--- src/rtl/core/tsfc_pkg.sv ---
package tsfc_pkg;

  localparam int SAMPLE_W     = 12;
  localparam int RES_W        = 10;
  localparam int SAMPLES      = 4;
  localparam int PROD_W       = SAMPLE_W + RES_W;
  localparam int QUOT_W       = RES_W;
  localparam int QUEUE_DEPTH  = 4;
  localparam int CFG_IDX_W    = 3;
  localparam int IN_DATA_W    = 2 * SAMPLES * SAMPLE_W;
  localparam int OUT_DATA_W   = 48;

  localparam logic [SAMPLE_W-1:0] SPREAD_LIMIT = 12'd50;
  localparam logic [SAMPLE_W-1:0] VALID_MARGIN = 12'd30;
  localparam logic [SAMPLE_W-1:0] ADC_FULL     = 12'd4095;

  // register indexes on the config port
  localparam logic [CFG_IDX_W-1:0] REG_X_MIN  = 3'd0;
  localparam logic [CFG_IDX_W-1:0] REG_X_MAX  = 3'd1;
  localparam logic [CFG_IDX_W-1:0] REG_Y_MIN  = 3'd2;
  localparam logic [CFG_IDX_W-1:0] REG_Y_MAX  = 3'd3;
  localparam logic [CFG_IDX_W-1:0] REG_WIDTH  = 3'd4;
  localparam logic [CFG_IDX_W-1:0] REG_HEIGHT = 3'd5;
  localparam logic [CFG_IDX_W-1:0] REG_SWAP   = 3'd6;
  localparam logic [CFG_IDX_W-1:0] REG_INVERT = 3'd7;

  typedef struct packed {
    logic [SAMPLE_W-1:0] x_min;
    logic [SAMPLE_W-1:0] x_max;
    logic [SAMPLE_W-1:0] y_min;
    logic [SAMPLE_W-1:0] y_max;
    logic [RES_W-1:0]    width;
    logic [RES_W-1:0]    height;
    logic                swap;
    logic [1:0]          invert;
  } tsfc_cfg_t;

  localparam tsfc_cfg_t CFG_RESET = '{
    x_min:  12'd0,
    x_max:  12'd4095,
    y_min:  12'd0,
    y_max:  12'd4095,
    width:  10'd480,
    height: 10'd320,
    swap:   1'b0,
    invert: 2'b00
  };

  // filtered touch, handed from the front to the back
  typedef struct packed {
    logic                pressed;
    logic [SAMPLE_W-1:0] mx;
    logic [SAMPLE_W-1:0] my;
  } tsfc_item_t;

endpackage

--- src/rtl/core/tsfc_front.sv ---
module tsfc_front (
  input  logic                          clk,
  input  logic                          rst_n,
  input  logic                          in_tvalid,
  output logic                          in_tready,
  input  logic [tsfc_pkg::IN_DATA_W-1:0] in_tdata,
  output logic                          push_valid,
  input  logic                          push_ready,
  output tsfc_pkg::tsfc_item_t          push_item
);
  import tsfc_pkg::*;

  typedef logic [SAMPLES-1:0][SAMPLE_W-1:0] quad_t;

  // middle pair of four values, larger one in the upper half
  function automatic logic [2*SAMPLE_W-1:0] mid_pair(input quad_t s);
    logic [SAMPLE_W-1:0] h0, l0, h1, l1, m0, m1;
    h0 = (s[0] > s[1]) ? s[0] : s[1];
    l0 = (s[0] > s[1]) ? s[1] : s[0];
    h1 = (s[2] > s[3]) ? s[2] : s[3];
    l1 = (s[2] > s[3]) ? s[3] : s[2];
    m0 = (h0 > h1) ? h1 : h0;
    m1 = (l0 > l1) ? l0 : l1;
    return (m0 > m1) ? {m0, m1} : {m1, m0};
  endfunction

  logic                  a_v_r;
  logic [SAMPLE_W-1:0]   xh_r, xl_r, yh_r, yl_r;
  logic                  b_v_r;
  tsfc_item_t            b_item_r;
  tsfc_item_t            b_item_nxt;
  logic                  ready_a, ready_b;
  quad_t                 xs, ys;
  logic [SAMPLE_W:0]     sum_x, sum_y;
  logic [SAMPLE_W-1:0]   mean_x, mean_y;
  logic                  reject, in_window;

  assign xs = in_tdata[SAMPLES*SAMPLE_W-1:0];
  assign ys = in_tdata[IN_DATA_W-1:SAMPLES*SAMPLE_W];

  assign ready_b   = !b_v_r || push_ready;
  assign ready_a   = !a_v_r || ready_b;
  assign in_tready = ready_a;

  always_comb begin
    sum_x  = {1'b0, xh_r} + {1'b0, xl_r};
    sum_y  = {1'b0, yh_r} + {1'b0, yl_r};
    mean_x = sum_x[SAMPLE_W:1];
    mean_y = sum_y[SAMPLE_W:1];
    reject = ((xh_r - xl_r) > SPREAD_LIMIT) || ((yh_r - yl_r) > SPREAD_LIMIT);
    in_window = (mean_x > VALID_MARGIN) && (mean_y > VALID_MARGIN) &&
                (mean_x < (ADC_FULL - VALID_MARGIN)) &&
                (mean_y < (ADC_FULL - VALID_MARGIN));
    if (reject) begin
      b_item_nxt = '0;
    end else begin
      b_item_nxt.pressed = in_window;
      b_item_nxt.mx      = mean_x;
      b_item_nxt.my      = mean_y;
    end
  end

  always_ff @(posedge clk) begin
    if (!rst_n) begin
      a_v_r <= 1'b0;
      b_v_r <= 1'b0;
    end else begin
      if (ready_a) a_v_r <= in_tvalid;
      if (ready_b) b_v_r <= a_v_r;
    end
  end

  always_ff @(posedge clk) begin
    if (ready_a && in_tvalid) begin
      {xh_r, xl_r} <= mid_pair(xs);
      {yh_r, yl_r} <= mid_pair(ys);
    end
    if (ready_b && a_v_r) b_item_r <= b_item_nxt;
  end

  assign push_valid = b_v_r;
  assign push_item  = b_item_r;

endmodule

--- src/rtl/core/tsfc_fifo.sv ---
module tsfc_fifo #(
  parameter int DEPTH = tsfc_pkg::QUEUE_DEPTH
) (
  input  logic                 clk,
  input  logic                 rst_n,
  input  logic                 push_valid,
  output logic                 push_ready,
  input  tsfc_pkg::tsfc_item_t push_item,
  output logic                 pop_valid,
  input  logic                 pop_ready,
  output tsfc_pkg::tsfc_item_t pop_item
);
  import tsfc_pkg::*;

  localparam int PTR_W = (DEPTH > 1) ? $clog2(DEPTH) : 1;
  localparam int CNT_W = $clog2(DEPTH + 1);

  tsfc_item_t       mem_r [DEPTH];
  logic [PTR_W-1:0] wr_ptr_r, rd_ptr_r;
  logic [CNT_W-1:0] count_r;
  logic             push, pop;

  function automatic logic [PTR_W-1:0] wrap_inc(input logic [PTR_W-1:0] p);
    return (p == PTR_W'(DEPTH - 1)) ? '0 : p + 1'b1;
  endfunction

  assign push_ready = (count_r != CNT_W'(DEPTH));
  assign pop_valid  = (count_r != '0);
  assign push       = push_valid && push_ready;
  assign pop        = pop_valid && pop_ready;
  assign pop_item   = mem_r[rd_ptr_r];

  always_ff @(posedge clk) begin
    if (!rst_n) begin
      wr_ptr_r <= '0;
      rd_ptr_r <= '0;
      count_r  <= '0;
    end else begin
      if (push) wr_ptr_r <= wrap_inc(wr_ptr_r);
      if (pop)  rd_ptr_r <= wrap_inc(rd_ptr_r);
      case ({push, pop})
        2'b10:   count_r <= count_r + 1'b1;
        2'b01:   count_r <= count_r - 1'b1;
        default: count_r <= count_r;
      endcase
    end
  end

  always_ff @(posedge clk) begin
    if (push) mem_r[wr_ptr_r] <= push_item;
  end

  a_empty_ptrs: assert property (@(posedge clk) disable iff (!rst_n)
    (count_r == '0) |-> (wr_ptr_r == rd_ptr_r))
    else $error("fifo empty but pointers differ");

  a_count_up: assert property (@(posedge clk) disable iff (!rst_n)
    (push && !pop) |=> (count_r == $past(count_r) + 1'b1))
    else $error("fifo count did not follow push");

endmodule

--- src/rtl/core/tsfc_back.sv ---
module tsfc_back (
  input  logic                            clk,
  input  logic                            rst_n,
  input  tsfc_pkg::tsfc_cfg_t             cfg,
  input  logic                            pop_valid,
  output logic                            pop_ready,
  input  tsfc_pkg::tsfc_item_t            pop_item,
  output logic                            out_tvalid,
  input  logic                            out_tready,
  output logic [tsfc_pkg::OUT_DATA_W-1:0] out_tdata,
  output logic                            out_tuser
);
  import tsfc_pkg::*;

  typedef struct packed {
    logic [SAMPLE_W-1:0] off;
    logic [SAMPLE_W-1:0] span;
    logic                nz;
  } prep_t;

  typedef struct packed {
    logic                pressed;
    logic [SAMPLE_W-1:0] mx;
    logic [SAMPLE_W-1:0] my;
    prep_t               ax;
    prep_t               ay;
  } prep_lane_t;

  typedef struct packed {
    logic [PROD_W-1:0]   rem;
    logic [SAMPLE_W-1:0] den;
    logic [QUOT_W-1:0]   quo;
    logic                zero;
    logic                sat;
  } div_t;

  typedef struct packed {
    logic                pressed;
    logic [SAMPLE_W-1:0] mx;
    logic [SAMPLE_W-1:0] my;
    div_t                dx;
    div_t                dy;
  } lane_t;

  function automatic prep_t prep_axis(input logic [SAMPLE_W-1:0] raw,
                                      input logic [SAMPLE_W-1:0] lo,
                                      input logic [SAMPLE_W-1:0] hi);
    prep_t p;
    p.off  = (raw > lo) ? raw - lo : '0;
    p.span = hi - lo;
    p.nz   = (hi > lo);
    return p;
  endfunction

  // saturates when off >= span: the quotient then reaches the resolution
  function automatic div_t mul_axis(input prep_t p, input logic [RES_W-1:0] res);
    div_t d;
    d.rem  = PROD_W'(p.off) * PROD_W'(res);
    d.den  = p.span;
    d.quo  = '0;
    d.zero = !p.nz;
    d.sat  = (p.off >= p.span);
    return d;
  endfunction

  // one restoring step, quotient bits enter from the bottom MSB first
  function automatic div_t div_step(input div_t d, input int sh);
    div_t              r;
    logic [PROD_W-1:0] trial;
    r     = d;
    trial = PROD_W'(d.den) << sh;
    if (d.rem >= trial) begin
      r.rem = d.rem - trial;
      r.quo = {d.quo[QUOT_W-2:0], 1'b1};
    end else begin
      r.quo = {d.quo[QUOT_W-2:0], 1'b0};
    end
    return r;
  endfunction

  function automatic logic [RES_W-1:0] fin_axis(input div_t d,
                                                input logic [RES_W-1:0] res,
                                                input logic inv);
    logic [RES_W-1:0] s;
    if (d.zero)     s = '0;
    else if (d.sat) s = res;
    else            s = d.quo;
    return inv ? res - s : s;
  endfunction

  logic                  en;
  logic                  p_v_r;
  prep_lane_t            p_r;
  logic [QUOT_W:0]       lv_r;
  lane_t                 lane_r [QUOT_W+1];
  logic                  out_valid_r;
  logic [OUT_DATA_W-1:0] out_data_r;
  logic                  out_user_r;
  logic [SAMPLE_W-1:0]   ax_raw, ay_raw;
  logic [RES_W-1:0]      px_fin, py_fin;

  // whole back end moves together; it holds only while a result waits
  assign en        = !out_valid_r || out_tready;
  assign pop_ready = en;

  assign ax_raw = cfg.swap ? pop_item.my : pop_item.mx;
  assign ay_raw = cfg.swap ? pop_item.mx : pop_item.my;

  assign px_fin = fin_axis(lane_r[QUOT_W].dx, cfg.width, cfg.invert[0]);
  assign py_fin = fin_axis(lane_r[QUOT_W].dy, cfg.height, cfg.invert[1]);

  always_ff @(posedge clk) begin
    if (!rst_n) begin
      p_v_r       <= 1'b0;
      lv_r        <= '0;
      out_valid_r <= 1'b0;
    end else if (en) begin
      p_v_r       <= pop_valid;
      lv_r        <= {lv_r[QUOT_W-1:0], p_v_r};
      out_valid_r <= lv_r[QUOT_W];
    end
  end

  always_ff @(posedge clk) begin
    if (en) begin
      p_r.pressed <= pop_item.pressed;
      p_r.mx      <= pop_item.mx;
      p_r.my      <= pop_item.my;
      p_r.ax      <= prep_axis(ax_raw, cfg.x_min, cfg.x_max);
      p_r.ay      <= prep_axis(ay_raw, cfg.y_min, cfg.y_max);

      lane_r[0].pressed <= p_r.pressed;
      lane_r[0].mx      <= p_r.mx;
      lane_r[0].my      <= p_r.my;
      lane_r[0].dx      <= mul_axis(p_r.ax, cfg.width);
      lane_r[0].dy      <= mul_axis(p_r.ay, cfg.height);

      for (int k = 0; k < QUOT_W; k++) begin
        lane_r[k+1].pressed <= lane_r[k].pressed;
        lane_r[k+1].mx      <= lane_r[k].mx;
        lane_r[k+1].my      <= lane_r[k].my;
        lane_r[k+1].dx      <= div_step(lane_r[k].dx, QUOT_W - 1 - k);
        lane_r[k+1].dy      <= div_step(lane_r[k].dy, QUOT_W - 1 - k);
      end

      out_user_r <= lane_r[QUOT_W].pressed;
      out_data_r <= {4'b0, lane_r[QUOT_W].my, lane_r[QUOT_W].mx,
                     lane_r[QUOT_W].pressed ? py_fin : {RES_W{1'b0}},
                     lane_r[QUOT_W].pressed ? px_fin : {RES_W{1'b0}}};
    end
  end

  assign out_tvalid = out_valid_r;
  assign out_tdata  = out_data_r;
  assign out_tuser  = out_user_r;

  a_release_zero: assert property (@(posedge clk) disable iff (!rst_n)
    (out_tvalid && !out_tuser) |-> (out_tdata[2*RES_W-1:0] == '0))
    else $error("point nonzero on a released touch");

  a_out_source: assert property (@(posedge clk) disable iff (!rst_n)
    $rose(out_valid_r) |-> $past(lv_r[QUOT_W]))
    else $error("result appeared without a finished divide");

endmodule

--- src/rtl/core/touch_sample_filter_calibrate.sv ---
// Touch sample filter and calibration.
//
// Input stream (in_*): one item holds four raw X and four raw Y conversions.
// Each axis keeps the mean of its middle pair; a spread above 50 rejects the
// touch, and a mean outside 31..4064 marks it released. Pressed points are
// optionally swapped, offset, scaled to the screen and optionally inverted.
// Output stream (out_*): exactly one result per input item, in order.
// Config port (cfg_*): write only, one register per index; write while idle.
//
// On its way to out_tvalid an item passes two filter stages, one queue slot,
// offset, multiply, ten restoring divide steps (one quotient bit each) and
// the output register. One item is taken every cycle while in_tready is high.
// A stalled out_tready freezes the scaling pipeline; the four-entry queue and
// the filter stages keep taking items until they fill, then in_tready drops.
// Reset empties the pipeline and the queue and loads the default calibration.
module touch_sample_filter_calibrate #(
  parameter int QUEUE_DEPTH = tsfc_pkg::QUEUE_DEPTH
) (
  input  logic                            clk,
  input  logic                            rst_n,
  input  logic                            in_tvalid,
  output logic                            in_tready,
  // x_sample0, x_sample1, x_sample2, x_sample3, y_sample0 .. y_sample3
  input  logic [tsfc_pkg::IN_DATA_W-1:0]  in_tdata,
  output logic                            out_tvalid,
  input  logic                            out_tready,
  // point_x, point_y, filtered_x, filtered_y, zero pad
  output logic [tsfc_pkg::OUT_DATA_W-1:0] out_tdata,
  // pressed
  output logic                            out_tuser,
  input  logic                            cfg_wr_en,
  input  logic [tsfc_pkg::CFG_IDX_W-1:0]  cfg_index,
  input  logic [tsfc_pkg::SAMPLE_W-1:0]   cfg_wdata
);
  import tsfc_pkg::*;

  tsfc_cfg_t  cfg_r;
  logic       push_valid, push_ready;
  tsfc_item_t push_item;
  logic       pop_valid, pop_ready;
  tsfc_item_t pop_item;

  always_ff @(posedge clk) begin
    if (!rst_n) begin
      cfg_r <= CFG_RESET;
    end else if (cfg_wr_en) begin
      case (cfg_index)
        REG_X_MIN:  cfg_r.x_min  <= cfg_wdata;
        REG_X_MAX:  cfg_r.x_max  <= cfg_wdata;
        REG_Y_MIN:  cfg_r.y_min  <= cfg_wdata;
        REG_Y_MAX:  cfg_r.y_max  <= cfg_wdata;
        REG_WIDTH:  cfg_r.width  <= cfg_wdata[RES_W-1:0];
        REG_HEIGHT: cfg_r.height <= cfg_wdata[RES_W-1:0];
        REG_SWAP:   cfg_r.swap   <= cfg_wdata[0];
        REG_INVERT: cfg_r.invert <= cfg_wdata[1:0];
        default:    cfg_r        <= cfg_r;
      endcase
    end
  end

  tsfc_front u_front (
    .clk        (clk),
    .rst_n      (rst_n),
    .in_tvalid  (in_tvalid),
    .in_tready  (in_tready),
    .in_tdata   (in_tdata),
    .push_valid (push_valid),
    .push_ready (push_ready),
    .push_item  (push_item)
  );

  tsfc_fifo #(
    .DEPTH (QUEUE_DEPTH)
  ) u_fifo (
    .clk        (clk),
    .rst_n      (rst_n),
    .push_valid (push_valid),
    .push_ready (push_ready),
    .push_item  (push_item),
    .pop_valid  (pop_valid),
    .pop_ready  (pop_ready),
    .pop_item   (pop_item)
  );

  tsfc_back u_back (
    .clk        (clk),
    .rst_n      (rst_n),
    .cfg        (cfg_r),
    .pop_valid  (pop_valid),
    .pop_ready  (pop_ready),
    .pop_item   (pop_item),
    .out_tvalid (out_tvalid),
    .out_tready (out_tready),
    .out_tdata  (out_tdata),
    .out_tuser  (out_tuser)
  );

endmodule

--- config.mk ---
export PLATFORM = sky130hd
export DESIGN_NAME = touch_sample_filter_calibrate
export DESIGN_NICKNAME = d
export VERILOG_FILES = /design/src/rtl/core/tsfc_pkg.sv /design/src/rtl/core/tsfc_front.sv /design/src/rtl/core/tsfc_fifo.sv /design/src/rtl/core/tsfc_back.sv /design/src/rtl/core/touch_sample_filter_calibrate.sv
export SDC_FILE = /design/constraint.sdc
export NUM_CORES = 2
export LEC_CHECK = 0
export ABC_AREA = 0
export BUFFER_PORTS_ARGS = -buffer_cell sky130_fd_sc_hd__buf_2
export CAP_MARGIN = 20
export CORE_UTILIZATION = 46
export CTS_BUF_LIST = sky130_fd_sc_hd__clkbuf_8
export DETAILED_ROUTE_END_ITERATION = 10
export GPL_TIMING_DRIVEN = 0
export REMOVE_ABC_BUFFERS = 1
export SYNTH_ARGS = -nofsm -noshare
export SYNTH_HDL_FRONTEND = slang
export SYNTH_SLANG_ARGS = --single-unit
export TNS_END_PERCENT = 30
--- constraint.sdc ---
create_clock -name clk -period 65.1 [get_ports clk]
set_clock_uncertainty 0.05 [all_clocks]
set_input_delay 19.53 -clock clk [delete_from_list [all_inputs] [get_ports clk]]
set_output_delay 19.53 -clock clk [all_outputs]
set_load 0.1 [all_outputs]
==> results.cfg <==
[cts]
cts_tree = done
cts_hold_buf = 0
clk_latency_ns = 0.99
clk_pin_slew_worst_paths_ns = 0.05
cts-buffers-inserted = 277
root_buffer = clkbuf_8
ctsResizeCount = 0
cts_max_path_buffers = 4
post_cts_buffers = 0
clock_sinks = 1497
cts_max_level = 5

[critical_path]
slowest_stage = a211oi_4
slowest_delay_ns = 0.83
crit_buf_inv = 5
worst_setup_path_end_kind = flip-flop
critPathMaxFanout = 20
crit_family = compound AO/OA/AOI/OAI gates
setup.worst_path.class = primary input to flip-flop
crit_arrival_ns = 26.21
crit_required_ns = 65.73
start_kind = primary input

[drt]
via_per_inst = 5.15
drtAntennaViolNets = 0
wl_per_cell_um = 16.6
vias = 49373
drt-total-wl_mm = 159
drt_iter0_markers = 2757
drc_errors = 0
first_pass_iters = 5

[timing]
final-setup-viol-count = 0
slew_headroom_pct = 31.2
finalHoldViolCount = 0
finalCriticalPeriod_ns = 25.57
clock.fmax_ghz = 0.0391
rsz0062_at_grt = false
worst_pin_slew_ns = 1.03
slew_violations = 0
setup_tns_ns = 0
period_share_pct = 39.3

[synth]
synth-seq-area-share_pct = 54.5
synth_cells = 6757
synth_area_leader_cell = edfxtp_1
synth_edf_count = 1402
ys_async_sr_fraction_pct = 0
synth-simple-area-share_pct = 10.9
synth_xor_area_share_pct = 3.53
synth_compound_area_share_pct = 8.67
netlist_top_cells_area = edfxtp_1 (52%), ha_1 (9.5%), fa_1 (4.6%)
syn_avg_cell_area_um2 = 11.9
synthMuxAreaShare_pct = 3.76
yosys_most_used_dff = edfxtp_1
synth_top_family_by_area = adder cells
synthAdderAreaFrac_pct = 14.1
ys_types = 88
syn_area_um2 = 80700
ys_ff_latch = 1497
yosys.area.top_type_share_pct = 52.2
yosysWarnings = 0

[placement]
dpl-instance-area_um2 = 84400
placed_cells = 9105
post-dp-hpwl_mm = 117
io_buffers = 162
place.gp.congestion = 0.890

[grt]
grt_max_degree = 147
grt_usage_pct = 18.2
overflow = 0
antenna_found_initial = 8
grt_pass1_vias = 50241
grt_pass1_wl_mm = 257

[floorplanning]
die_y_um = 421
rows = 153
coreArea_um2 = 174000
io-pin-count = 167
die_x_um = 421
start_util_pct = 46.4
die_area_um2 = 177000

[finish]
drive_gt1_share_pct = 10.2
layout.cells.non_filler = 9583
fillCellCount = 15038
final_common_cell = edfxtp_1
layout.nets = 7975
fin_area_um2 = 89500
layout_common_cells = edfxtp_1 (1402), inv_1 (846), ha_1 (612)
area_growth_pct = 10.9

[run]
cap_violations = 0

[power]
ir_worst_vdd_v = 0.0000386
leakagePower_nw = 38.5
power_density_nw_per_um2 = 45.9

[outcome]
run_status = completed

[worst_hold_path]
hold_path.class = flip-flop to flip-flop
-- where the power goes --
part	switching [mW]	internal (mW)
sequential	0.172	1.46
clock	0.377	0.451
combinational	0.944	0.704
-- metrics by stage --
stage / utilization [%] / total power [mW] / worst slack, ns / hold WS (ns)
6_report: 51.4 / 4.11 / 39.53 / 0.329
5_1_grt: 51.4 / 4.43 / 39.10 / 0.336
4_1_cts: 51.4 / 4.16 / 39.42 / 0.313
3_5_place_dp: 48.5 / 3.30 / 38.33 / 0.355
3_3_place_gp: 48.1 / 3.25 / 10.36 / 0.350
2_1_floorplan: - / 2.89 / 20.09 / 0.350
-- final timing paths --
check                        startpoint                    end  slack (ns)  cells after the start
hold / removal    u_back.lane_r[0][102]  u_back.lane_r[0][219]        0.33                      0
hold reg to reg   u_back.lane_r[0][102]  u_back.lane_r[0][219]        0.33                      0
setup reg to reg              cfg_r[12]   u_back.lane_r[0][44]       59.17                     16
setup / recovery           in_tdata[13]       u_front.xh_r[10]       39.53                     29
-- cell families after synthesis --
group | count (synthesis)
flip-flops | 1497
multiplexers | 255
adder cells (fa/ha/maj) | 801
XOR/XNOR | 325
buffers and inverters | 953
AND/OR/NAND/NOR | 1813
AO/OA/AOI/OAI | 1112
other | 1
-- sequential cells by signal, summed over array words and instances, names as in the netlist, 3 cells and up, named ones only --
register and flops:
cfg_r 71, u_back.lane_r 1109, u_back.lv_r 11, u_back.out_tdata 44, u_back.p_r 75, u_fifo.count_r 3, u_fifo.mem_r 100, u_front.push_item 25
u_front.xh_r 12, u_front.xl_r 12, u_front.yh_r 12, u_front.yl_r 12
-- synthesized netlist by cell type, drive strengths merged, types with 94 or more instances --
| cell | n |
|---|---|
| edfxtp | 1402 |
| inv | 771 |
| a21o | 115 |
| o21ai | 221 |
| nor3 | 104 |
| fa | 185 |
| mux2 | 102 |
| dfxtp | 95 |
| clkbuf | 157 |
| xor2 | 94 |
| xnor2 | 231 |
| nor2b | 127 |
| and2 | 111 |
| nor2 | 452 |
| nand3 | 106 |
| nand2 | 539 |
| ha | 612 |
| a21oi | 415 |
| mux2i | 128 |
-- cell type report --
class | count | area (µm²) | share of cell area, %
Tap cell | 2325 | 2910 | 3.25
Sequential cell | 1497 | 44000 | 49.2
Antenna cell | 5 | 12.5 | 0.0140
Inverter | 772 | 2910 | 3.25
Clock buffer | 284 | 3910 | 4.37
Timing Repair Buffer | 204 | 1510 | 1.69
Multi-Input combinational cell | 4310 | 33100 | 37.0
Clock inverter | 186 | 1100 | 1.23
-- layer usage --
layer  global-route usage [%]  wire (µm)
met1                     21.5      67300
met2                     32.5      80900
met3                     3.50       6060
met4                     6.98       5150
met5                        0          8
Power figures use the tool's default switching activity.
